`src/rtl/nbm_pkg.sv`:
```
// ----------------------------------------------------------------------------
// nbm_pkg: shared definitions for the normal basis GF(2^m) multiplier
// Field sizes, item layouts and operation codes used across the rtl folder.
// ----------------------------------------------------------------------------
package nbm_pkg;

  localparam int unsigned MaxDegree   = 64;
  localparam int unsigned TableDepth  = 2 * MaxDegree - 1;
  localparam int unsigned WordW       = 64;
  localparam int unsigned DegreeW     = 7;
  localparam int unsigned IndexW      = 7;
  localparam int unsigned PartnerW    = 6;

  localparam logic [DegreeW-1:0] DegreeReset = 7'd14;

  // operation codes of an input item
  localparam logic OpTableWrite = 1'b0;
  localparam logic OpMultiply   = 1'b1;

  typedef struct packed {
    logic                op;
    logic [IndexW-1:0]   table_index;
    logic [PartnerW-1:0] table_value;
    logic [WordW-1:0]    operand_a;
    logic [WordW-1:0]    operand_b;
  } in_item_t;

  typedef struct packed {
    logic [WordW-1:0] product;
  } out_item_t;

  typedef struct packed {
    logic [DegreeW-1:0] field_degree;
  } cfg_item_t;

endpackage

```
`src/rtl/nbm_stream_if.sv`:
```
// ----------------------------------------------------------------------------
// nbm_stream_if: valid/ready channel
// One item moves at a clock edge where valid and ready are both high.
// ----------------------------------------------------------------------------
interface nbm_stream_if #(
  parameter type payload_t = logic
);

  logic     valid;
  logic     ready;
  payload_t payload;

  modport source (output valid, output payload, input ready);
  modport sink   (input valid, input payload, output ready);

endinterface

```
`src/rtl/nbm_ram.sv`:
```
// ----------------------------------------------------------------------------
// nbm_ram: generic single write, single read RAM
// One write port, one read port with registered read data.
// ----------------------------------------------------------------------------
module nbm_ram #(
  parameter int unsigned Width = 8,
  parameter int unsigned Depth = 16,
  localparam int unsigned AddrW = (Depth > 1) ? $clog2(Depth) : 1
) (
  input  logic             clk_i,
  input  logic             we_i,
  input  logic [AddrW-1:0] waddr_i,
  input  logic [Width-1:0] wdata_i,
  input  logic [AddrW-1:0] raddr_i,
  output logic [Width-1:0] rdata_o
);

  logic [Width-1:0] mem [Depth];
  logic [Width-1:0] rdata_q;

  always_ff @(posedge clk_i) begin
    if (we_i) begin
      mem[waddr_i] <= wdata_i;
    end
    rdata_q <= mem[raddr_i];
  end

  assign rdata_o = rdata_q;

endmodule

```
`src/rtl/normal_basis_gf2m_multiplier_top.sv`:
```
// ----------------------------------------------------------------------------
// normal_basis_gf2m_multiplier_top: Massey-Omura multiplier, GF(2^m)
// Normal basis multiplier driven by a partner table held in a small RAM.
// ----------------------------------------------------------------------------
// Usage
//   in_i  : items with op = table write (fill one partner entry) or multiply.
//   out_o : one product item per multiply; table writes give no item.
//   cfg_i : field degree m, always ready, write only while the block is idle.
//           Values outside 2..64 saturate into that range.
// Timing
//   A table write leaves the block idle, so in_i stays ready for the next item.
//   A multiply walks the 2m-1 table entries, one per cycle, through a single
//   shared term unit (rotate a, barrel shift b, AND, XOR into the product).
//   After the last entry a hold state loads the product into the output
//   register once it is free; only then is a new item taken. The table RAM
//   read port sets the one-entry-per-cycle pace.
// Reset and stall
//   Reset sets m to 14 and empties the output register. The table is not
//   cleared: every entry a multiply reads must have been written first.
//   A stalled receiver holds the product in the output register; the next
//   item may still be accepted and worked on, and waits for the register.
// ----------------------------------------------------------------------------
module normal_basis_gf2m_multiplier_top (
  input  logic         clk_i,
  input  logic         rst_ni,
  nbm_stream_if.sink   in_i,
  nbm_stream_if.source out_o,
  nbm_stream_if.sink   cfg_i
);

  localparam int unsigned W  = nbm_pkg::WordW;
  localparam int unsigned DW = nbm_pkg::DegreeW;
  localparam int unsigned IW = nbm_pkg::IndexW;
  localparam int unsigned PW = nbm_pkg::PartnerW;

  typedef enum logic [1:0] {
    StIdle,
    StRun,
    StHold
  } state_e;

  state_e         state_q, state_d;
  logic [DW-1:0]  degree_q;       // configured field degree
  logic [DW-1:0]  m_q, m_d;       // degree latched for the multiply
  logic [W-1:0]   mask_q, mask_d;
  logic [W-1:0]   topbit_q, topbit_d;
  logic [W-1:0]   a_rot_q, a_rot_d;
  logic [2*W-1:0] bb_q, bb_d;     // b repeated twice for modulo-m rotation
  logic [W-1:0]   acc_q, acc_d;
  logic [IW-1:0]  t_q, t_d;
  logic [IW-1:0]  last_q, last_d;
  logic [W-1:0]   product_q, product_d;
  logic           out_valid_q, out_valid_d;

  logic           in_acc;
  logic [DW-1:0]  m_eff, m_dec;
  logic [W-1:0]   mask_eff, a_m, b_m;
  logic [2*W-1:0] b_ext, bb_shift;
  logic [W-1:0]   b_rot, a_next;
  logic           ram_we;
  logic [IW-1:0]  ram_raddr;
  logic [PW-1:0]  ram_rdata;

  // partner table
  nbm_ram #(
    .Width (PW),
    .Depth (nbm_pkg::TableDepth)
  ) u_table (
    .clk_i   (clk_i),
    .we_i    (ram_we),
    .waddr_i (in_i.payload.table_index),
    .wdata_i (in_i.payload.table_value),
    .raddr_i (ram_raddr),
    .rdata_o (ram_rdata)
  );

  assign cfg_i.ready   = 1'b1;
  assign in_i.ready    = (state_q == StIdle);
  assign in_acc        = in_i.valid & in_i.ready;
  assign out_o.valid   = out_valid_q;
  assign out_o.payload.product = product_q;

  // saturate degree into 2..MaxDegree
  always_comb begin
    if (degree_q < DW'(2)) begin
      m_eff = DW'(2);
    end else if (degree_q > DW'(nbm_pkg::MaxDegree)) begin
      m_eff = DW'(nbm_pkg::MaxDegree);
    end else begin
      m_eff = degree_q;
    end
  end

  assign m_dec    = m_eff - DW'(1);
  assign mask_eff = ~({W{1'b1}} << m_eff);
  assign a_m      = in_i.payload.operand_a & mask_eff;
  assign b_m      = in_i.payload.operand_b & mask_eff;
  assign b_ext    = {{W{1'b0}}, b_m};

  // term unit: b rotated by the partner, a rotated by one place mod m
  assign bb_shift = bb_q >> ram_rdata;
  assign b_rot    = bb_shift[W-1:0];
  assign a_next   = (a_rot_q >> 1) | (a_rot_q[0] ? topbit_q : '0);

  always_comb begin
    state_d     = state_q;
    m_d         = m_q;
    mask_d      = mask_q;
    topbit_d    = topbit_q;
    a_rot_d     = a_rot_q;
    bb_d        = bb_q;
    acc_d       = acc_q;
    t_d         = t_q;
    last_d      = last_q;
    product_d   = product_q;
    out_valid_d = out_valid_q;
    ram_we      = 1'b0;
    ram_raddr   = '0;

    if (out_valid_q && out_o.ready) begin
      out_valid_d = 1'b0;
    end

    case (state_q)
      StIdle: begin
        if (in_acc) begin
          if (in_i.payload.op == nbm_pkg::OpTableWrite) begin
            ram_we = (in_i.payload.table_index < IW'(nbm_pkg::TableDepth));
          end else begin
            m_d      = m_eff;
            mask_d   = mask_eff;
            topbit_d = W'(1) << m_dec;
            a_rot_d  = a_m;
            bb_d     = b_ext | (b_ext << m_eff);
            acc_d    = '0;
            t_d      = '0;
            last_d   = {m_dec[IW-2:0], 1'b0};
            state_d  = StRun;
          end
        end
      end
      StRun: begin
        // entries of m or more add nothing
        if ({1'b0, ram_rdata} < m_q) begin
          acc_d = acc_q ^ (a_rot_q & b_rot);
        end
        // a index (t+1)/2 steps after every even t
        if (!t_q[0]) begin
          a_rot_d = a_next;
        end
        if (t_q == last_q) begin
          state_d = StHold;
        end else begin
          t_d       = t_q + IW'(1);
          ram_raddr = t_q + IW'(1);
        end
      end
      StHold: begin
        if (!out_valid_q || out_o.ready) begin
          product_d   = acc_q;
          out_valid_d = 1'b1;
          state_d     = StIdle;
        end
      end
      default: begin
        state_d = StIdle;
      end
    endcase
  end

  always_ff @(posedge clk_i or negedge rst_ni) begin
    if (!rst_ni) begin
      state_q     <= StIdle;
      degree_q    <= nbm_pkg::DegreeReset;
      m_q         <= nbm_pkg::DegreeReset;
      mask_q      <= '0;
      t_q         <= '0;
      last_q      <= '0;
      out_valid_q <= 1'b0;
    end else begin
      state_q     <= state_d;
      m_q         <= m_d;
      mask_q      <= mask_d;
      t_q         <= t_d;
      last_q      <= last_d;
      out_valid_q <= out_valid_d;
      if (cfg_i.valid) begin
        degree_q <= cfg_i.payload.field_degree;
      end
    end
  end

  always_ff @(posedge clk_i) begin
    topbit_q  <= topbit_d;
    a_rot_q   <= a_rot_d;
    bb_q      <= bb_d;
    acc_q     <= acc_d;
    product_q <= product_d;
  end

  // rotation of a inside m bits keeps its weight
  assert property (@(posedge clk_i) disable iff (!rst_ni)
    (state_q == StRun) |=> ($countones(a_rot_q) == $past($countones(a_rot_q))))
    else $error("a rotation lost or gained bits");

  assert property (@(posedge clk_i) disable iff (!rst_ni)
    (state_q == StRun) |-> (t_q <= last_q))
    else $error("term counter ran past last entry");

  assert property (@(posedge clk_i) disable iff (!rst_ni)
    (in_acc && (in_i.payload.op == nbm_pkg::OpMultiply)) |=> !in_i.ready)
    else $error("input taken during multiply");

  assert property (@(posedge clk_i) disable iff (!rst_ni)
    $rose(out_o.valid) |-> ((out_o.payload.product & ~mask_q) == '0))
    else $error("product bits set at or above m");

endmodule

```
`src/flat_wrapper.sv`:
```
// flat-port wrapper written by rule: the top's interface ports become plain ports
module normal_basis_gf2m_multiplier_top_flat 
  (clk_i, rst_ni, in_i_valid, in_i_payload, in_i_ready, out_o_valid, out_o_payload, out_o_ready, cfg_i_valid, cfg_i_payload, cfg_i_ready);
  nbm_stream_if #(.payload_t(nbm_pkg::in_item_t)) in_i_i ();
  nbm_stream_if #(.payload_t(nbm_pkg::out_item_t)) out_o_i ();
  nbm_stream_if #(.payload_t(nbm_pkg::cfg_item_t)) cfg_i_i ();
  input  logic clk_i;
  input  logic rst_ni;
  input wire logic [$bits(in_i_i.valid)-1:0] in_i_valid;
  input wire logic [$bits(in_i_i.payload)-1:0] in_i_payload;
  output wire logic [$bits(in_i_i.ready)-1:0] in_i_ready;
  output wire logic [$bits(out_o_i.valid)-1:0] out_o_valid;
  output wire logic [$bits(out_o_i.payload)-1:0] out_o_payload;
  input wire logic [$bits(out_o_i.ready)-1:0] out_o_ready;
  input wire logic [$bits(cfg_i_i.valid)-1:0] cfg_i_valid;
  input wire logic [$bits(cfg_i_i.payload)-1:0] cfg_i_payload;
  output wire logic [$bits(cfg_i_i.ready)-1:0] cfg_i_ready;
  assign in_i_i.valid = in_i_valid;
  assign in_i_i.payload = in_i_payload;
  assign in_i_ready = in_i_i.ready;
  assign out_o_valid = out_o_i.valid;
  assign out_o_payload = out_o_i.payload;
  assign out_o_i.ready = out_o_ready;
  assign cfg_i_i.valid = cfg_i_valid;
  assign cfg_i_i.payload = cfg_i_payload;
  assign cfg_i_ready = cfg_i_i.ready;
  normal_basis_gf2m_multiplier_top u_core (.clk_i(clk_i), .rst_ni(rst_ni), .in_i(in_i_i), .out_o(out_o_i), .cfg_i(cfg_i_i));
endmodule
```
`config.mk`:
```
export PLATFORM = sky130hd
export DESIGN_NAME = normal_basis_gf2m_multiplier_top_flat
export DESIGN_NICKNAME = d
export VERILOG_FILES = /design/src/rtl/nbm_pkg.sv /design/src/rtl/nbm_stream_if.sv /design/src/rtl/nbm_ram.sv /design/src/rtl/normal_basis_gf2m_multiplier_top.sv /design/src/flat_wrapper.sv
export SDC_FILE = /design/constraint.sdc
export NUM_CORES = 2
export LEC_CHECK = 0
export ABC_AREA = 1
export BUFFER_PORTS_ARGS = -buffer_cell sky130_fd_sc_hd__buf_2
export CAP_MARGIN = 20
export CORE_MARGIN = 3
export CORE_UTILIZATION = 40
export DETAILED_ROUTE_END_ITERATION = 12
export SYNTH_ARGS = -nofsm -noshare
export SYNTH_HDL_FRONTEND = slang
export SYNTH_HIERARCHICAL = 1
export SYNTH_SLANG_ARGS = --single-unit
```
`constraint.sdc`:
```
create_clock -name clk_i -period 8.8 [get_ports clk_i]
set_clock_uncertainty 0.15 [all_clocks]
set_input_delay 1.76 -clock clk_i [delete_from_list [all_inputs] [get_ports clk_i]]
set_output_delay 1.76 -clock clk_i [all_outputs]
set_load 0.01 [all_outputs]
```
### Word level (Yosys, flattened, before mapping)

Memory sizes are Yosys's and may differ from the RTL's. A register that Yosys moved wholly into a read port is not among the register bits.
Index checks and enable logic that the tools add are counted.

* flip-flop bits (word level): 414
* RAM bits: 762
* input port bits: 154
* output and inout bits: 67
* memories: 1

* add/subtract/negate cells: 2
* $lt $le $gt $ge: 4
* equal/unequal tests: 10
* shifts and indexed selects: 4
* mux-type cells: 30
* bitwise operators: 8
* reductions and logical operators: 11

Memories
* u_core.u_table.mem: words 127, bits a word 6, read ports 1, clocked after Yosys merged registers in 1, wr ports 1, line nbm_ram.sv:18 `logic [Width-1:0] mem [Depth];`

Operators with widths (count)
* $mux 64: 7
* $pmux 64 s2: 2
* $and 64x64->64: 3
* $or 64x128->128: 1
* $shl 64x7->128: 1
* $shr 128x6->64: 1
* $not 64->64: 1
* $or 63x64->64: 1
* $shl 1x7->64 const A: 1
* $shl 64x7->64 const A: 1
* $xor 64x64->64: 1
* $mux 7: 7
* $reduce_and 4->1: 4
* $pmux 7 s2: 1
* $mux 1: 8
* $mux 2: 4
* $ne 2x2->1 const B: 4
* $add 7x1->7 const B: 1
* $eq 7x7->1: 1
* $gt 7x7->1 const B: 1
* $lt 6x7->1: 1
* $lt 7x2->1 const B: 1
* $lt 7x7->1 const B: 1
* $sub 7x1->7 const B: 1
* 12 further kinds: 14

### Longest topological paths before layout

* depth after elaboration: 9
* depth in mapped cells: 27

### By module

Netlist, hierarchy kept.

By module, submodules not included
* nbm_ram: instances 1, cells an instance 2705, area each 31494.0 um^2
* normal_basis_gf2m_multiplier_top: instances 1, cells an instance 3951, area each 28912.7 um^2

### Worst setup path before layout

Ideal clock, no wire load.

* kind: register to register
* from: register u_core.state_q[1]
* to: register u_core.a_rot_q[0] (enable)
* library setup time: 0.575 ns
* data arrival time: 5.761 ns
* data required time: 8.075 ns
* path slack: 2.315 ns
* stages on the path, launching flop included: 6
* buffers on the path: 2
* path through: dfrtp_1 nor2_1 inv_1 clkbuf_1 clkbuf_1 o21ai_0

* cells in the longest elaborated chain, start to end: 4

Ends and longest elaborated chain
* start: declaration: line normal_basis_gf2m_multiplier_top.sv:42 `state_e state_q, state_d;`
* start signal: assignment: line normal_basis_gf2m_multiplier_top.sv:173 `state_q <= StIdle;`
* start signal: assignment: line normal_basis_gf2m_multiplier_top.sv:181 `state_q <= state_d;`
* $logic_not 2->1: line normal_basis_gf2m_multiplier_top.sv:78, normal_basis_gf2m_multiplier_top.sv:124
* $and 1x1->1: line normal_basis_gf2m_multiplier_top.sv:79 `assign in_acc = in_i.valid & in_i.ready;`
* $ne 2x2->1 (no line)
* $reduce_and 4->1 (no line) *
* end signal: assignment: line normal_basis_gf2m_multiplier_top.sv:195 `a_rot_q <= a_rot_d;`
* end: declaration: line normal_basis_gf2m_multiplier_top.sv:47 `logic [W-1:0] a_rot_q, a_rot_d;`

Every way passes the cells marked *; elsewhere a longest branch is shown, timed or not.
A chain may end at the register's enable or synchronous reset.

### Worst setup path after layout

* from: register u_core.degree_q[4]
* to: register u_core.bb_q[125] (data pin)

* cells in the longest elaborated chain, start to end: 8

Ends and longest elaborated chain
* start: declaration: line normal_basis_gf2m_multiplier_top.sv:43 `logic [DW-1:0] degree_q;`
* start signal: assignment: line normal_basis_gf2m_multiplier_top.sv:174 `degree_q <= nbm_pkg::DegreeReset;`
* start signal: assignment: line normal_basis_gf2m_multiplier_top.sv:188 `degree_q <= cfg_i.payload.field_degree;`
* $gt 7x7->1: line normal_basis_gf2m_multiplier_top.sv:87 `end else if (degree_q > DW'(nbm_pkg::MaxDegree)) begin`
* $mux 7: line normal_basis_gf2m_multiplier_top.sv:87
* $mux 7 *: line normal_basis_gf2m_multiplier_top.sv:85 `if (degree_q < DW'(2)) begin`
* $shl 64x7->64: line normal_basis_gf2m_multiplier_top.sv:95 `assign mask_eff = ~({W{1'b1}} << m_eff);`
* $not 64->64: line normal_basis_gf2m_multiplier_top.sv:95
* $and 64x64->64: line normal_basis_gf2m_multiplier_top.sv:97 `assign b_m = in_i.payload.operand_b & mask_eff;`
* $shl 64x7->128 *: line normal_basis_gf2m_multiplier_top.sv:134 `bb_d = b_ext | (b_ext << m_eff);`
* $or 64x128->128 *: line normal_basis_gf2m_multiplier_top.sv:134
* end signal: assignment: line normal_basis_gf2m_multiplier_top.sv:196 `bb_q <= bb_d;`
* end: declaration: line normal_basis_gf2m_multiplier_top.sv:48 `logic [2*W-1:0] bb_q, bb_d;`

Marks and branches as above.

==> summary.md <==
| Metric | Value |
|---|---|
| Run status | completed |
| Placed Instances | 8499 |
| Final Setup Violations | 0 |
| Critical Path End Type | flip-flop |
| Wire length on met2 | 105000 microns |
| TritonCTS clock tree | yes |
| Row count | 141 |
| EDFF count, synth | 1145 |
| Clock buffer count from CTS | 131 |
| Headroom to the max-slew limit | 0.107 |
| Vias in the first global route | 46773 |
| Crit share post-route | 0.675 |
| Die width | 395 microns |
| Sequential fraction of the synthesis area | 0.584 |
| Synth Instances | 6656 |
| Share of cells above drive strength 1 | 0.0860 |
| Top sig layer | met5 |
| Setup CP Type | flip-flop to flip-flop |
| Unrepaired setup endpoints after global routing | no |
| Initial Util | 0.406 |
| Worst Path Max Fanout | 66 |
| Total number of vias | 50873 |
| Core footprint | 149000 sq um |
| Data arrival time of the worst path | 6.39 ns |
| Initial antenna violation count | 8 |
| WL met3 | 21400 microns |
| Slew at the pin closest to its max-slew limit | 1.33 ns |
| Netlist cell types | 54 |
| Syn Nets | 6822 |
| Drt total wl | 235000 microns |
| CTS Hold Bufs | 0 |
| Die area | 156000 sq um |
| H-tree depth | 4 |
| GPL Wtd Cong | 1.06 |
| Number of buffers inserted by port buffering | 219 |
| CTS clock-pin slew for the worst setup and hold paths | 0.06 ns |
| Final HPWL DP | 162000 microns |
| Area delta synth->final | 10.6% |
| MaxCap Viol Count | 0 |
| Hold WC Path Type | flip-flop to flip-flop |
| Yosys reg bits | 1181 |
| Fill count | 14450 |
| Max Clk Rate | 168 MHz |
| Final min period | 5.94 ns |
| Final instance area | 66800 sq um |
| Leak | 25.6 nW |
| Startpoint type of the worst setup path | flip-flop |
| Num Clock Sinks | 1181 |
| Largest net degree at the start of global routing | 193 |
| Fin util | 0.449 |
| Clk root buf | clkbuf_16 |
| Min Hold Slack | 0.295 ns |
| Final TNS setup | 0 ns |
| GRT overflow | 0 |
| Final-report max-slew violation count | 0 |
| Wire per inst | 26.9 microns |
| VDD IR-drop max | 0.773 mV |
| Clock latency on the worst-skew pair | 0.79 ns |
| Non-Filler Instances | 8740 |
| Post-synth top flop | edfxtp_1 |
| Post-CTS Setup Repair Bufs | 0 |
| Power Density | 380 nW/um^2 |
| Post-DP Area | 62500 sq um |
| Post-CTS sizing | 0 |
| NumNets Final | 6798 |
| Fin. Hold Viols | 0 |
| Synth Cell Area | 60400 sq um |
| Chip Height | 395 microns |
| CP required | 9.25 ns |
| Vias per cell | 5.82 |
| 1st-pass router iterations | 6 |
| Ys async rst share | 0.0254 |
| Mapped Avg Cell Area | 9.08 sq um |
| Detailed Route Iter0 Violations | 6935 |
| DRC Markers | 0 |
| Tot GR Track Use | 0.293 |
| First-pass GRT wire length | 334000 microns |
| Metal-1 WL | 92000 microns |
| YS warnings | 6 |
| Top-Level Pins | 221 |
| Routed Antenna Nets | 0 |
| Clock Tree Buf Depth | 3 |
through the flow:
stage / setup WS, ns / power (W)
finish: 2.86 / 0.0254
CTS: 3.16 / 0.0252
global placement: 3.17 / 0.0196
global route: 2.79 / 0.0268
floorplan: 2.31 / 0.0158
detailed placement: 3.21 / 0.0197
final cells by class:
cell class | count | area, sq um | share of cell area
Inverter | 181 | 712 | 0.0107
Sequential cell | 1181 | 35300 | 0.528
Antenna cell | 2 | 5.00 | 0.0000749
Clock inverter | 75 | 862 | 0.0129
Timing Repair Buffer | 299 | 1760 | 0.0264
Multi-Input combinational cell | 4838 | 22200 | 0.333
Tap cell | 2002 | 2500 | 0.0375
Clock buffer | 162 | 3450 | 0.0516
per-layer routing:
| layer | track usage | up-vias |
|---|---|---|
| met3 | 0.0533 | 554 |
| met1 | 0.388 | 24314 |
| met2 | 0.451 | 2850 |
| met5 | 0 | - |
| met4 | 0.172 | 4 |
| li1 | - | 23151 |
cells in the mapped netlist, types with 7 or more instances:
| master | number | area share |
|---|---|---|
| o211ai_1 | 57 | 0.0071 |
| a31oi_1 | 13 | 0.0013 |
| a21oi_1 | 134 | 0.011 |
| buf_4 | 26 | 0.0032 |
| o22ai_1 | 12 | 0.0012 |
| clkbuf_1 | 155 | 0.0096 |
| nand2_1 | 2156 | 0.13 |
| nand3_1 | 1488 | 0.12 |
| o21ai_0 | 358 | 0.030 |
| ha_1 | 12 | 0.0025 |
| nor3_1 | 11 | 0.00091 |
| inv_2 | 10 | 0.00062 |
| or2_2 | 18 | 0.0019 |
| buf_1 | 78 | 0.0048 |
| nand4_1 | 55 | 0.0057 |
| dfrtp_1 | 24 | 0.0099 |
| o21a_1 | 9 | 0.0011 |
| mux2i_1 | 83 | 0.014 |
| buf_6 | 36 | 0.0067 |
| nor2_1 | 320 | 0.020 |
| edfxtp_1 | 1145 | 0.57 |
| inv_1 | 170 | 0.011 |
| buf_2 | 160 | 0.013 |
| nand3b_1 | 7 | 0.00087 |
| o21ai_1 | 40 | 0.0033 |
| nand2_2 | 7 | 0.00072 |
worst max-delay path: stages, from the launching register on:
cell     delay [ns]
dfrtp_1        0.52
inv_1          0.23
nand2_4        0.13
nor2_4         0.25
nand2_2        0.14
nand2_2        0.11
buf_4          0.70
ha_1           0.68
nand4_1        0.32
o21ai_1        1.12
nand3_1        0.29
nand3_1        0.26
nand3_1        0.16
nand3_1        0.16
nand3_1        0.13
nand2_1        0.16
nand2_1        0.10
o21ai_1        0.12
logic make-up after synthesis:
kind of cell / synth area share
xor+xnor: 0.000580
mux: 0.0143
other cells: 0.0000621
fa+ha+maj: 0.00249
flops: 0.584
simple gates: 0.290
compound gates: 0.0601
buf+inv: 0.0491
final timing paths:
check	start	endpoint	slack, ns	depth (start not counted)
min	u_core/acc_q[61]$_SDFFCE_PN0P_	u_core/out_o.payload[61]$_DFFE_PP_	0.30	0
min reg2reg	u_core/acc_q[61]$_SDFFCE_PN0P_	u_core/out_o.payload[61]$_DFFE_PP_	0.30	0
max	u_core/degree_q[4]$_DFFE_PN0P_	u_core/bb_q[125]$_DFFE_PP_	2.86	17
max in group asynchronous	rst_ni	u_core/last_q[2]$_DFFE_PN0P_	7.14	1
max reg2reg	u_core/degree_q[4]$_DFFE_PN0P_	u_core/bb_q[125]$_DFFE_PP_	2.86	17
min in group asynchronous	rst_ni	u_core/last_q[6]$_DFFE_PN0P_	0.87	1
report_power, final:
part,switching (W),internal (W)
Combinational,0.00883,0.00323
Clock,0.00237,0.00315
Sequential,0.000709,0.00709
placed cells by master (no fill, tap or decap), drive strengths merged, types with 83 or more instances in the layout:
| master | synthesis | final |
|---|---|---|
| buf | 300 | 299 |
| inv | 181 | 181 |
| nor2 | 326 | 326 |
| o21ai | 401 | 401 |
| nand2 | 2166 | 2166 |
| a21oi | 135 | 135 |
| clkbuf | 156 | 162 |
| nand3 | 1490 | 1490 |
| mux2i | 83 | 83 |
| edfxtp | 1145 | 1145 |
flip-flops by register name, indices dropped and copies added, names as in the netlist, 2 cells and up:
name and count:
u_core/a_rot_q 64, u_core/acc_q 64, u_core/bb_q 127, u_core/degree_q 7
u_core/last_q 6, u_core/m_q 7, u_core/out_o.payload 64, u_core/state_q 2
u_core/t_q 7, u_core/topbit_q 64, u_core/u_table/mem 762, u_core/u_table/rdata_o 6
(Power assumes the default switching activity.)
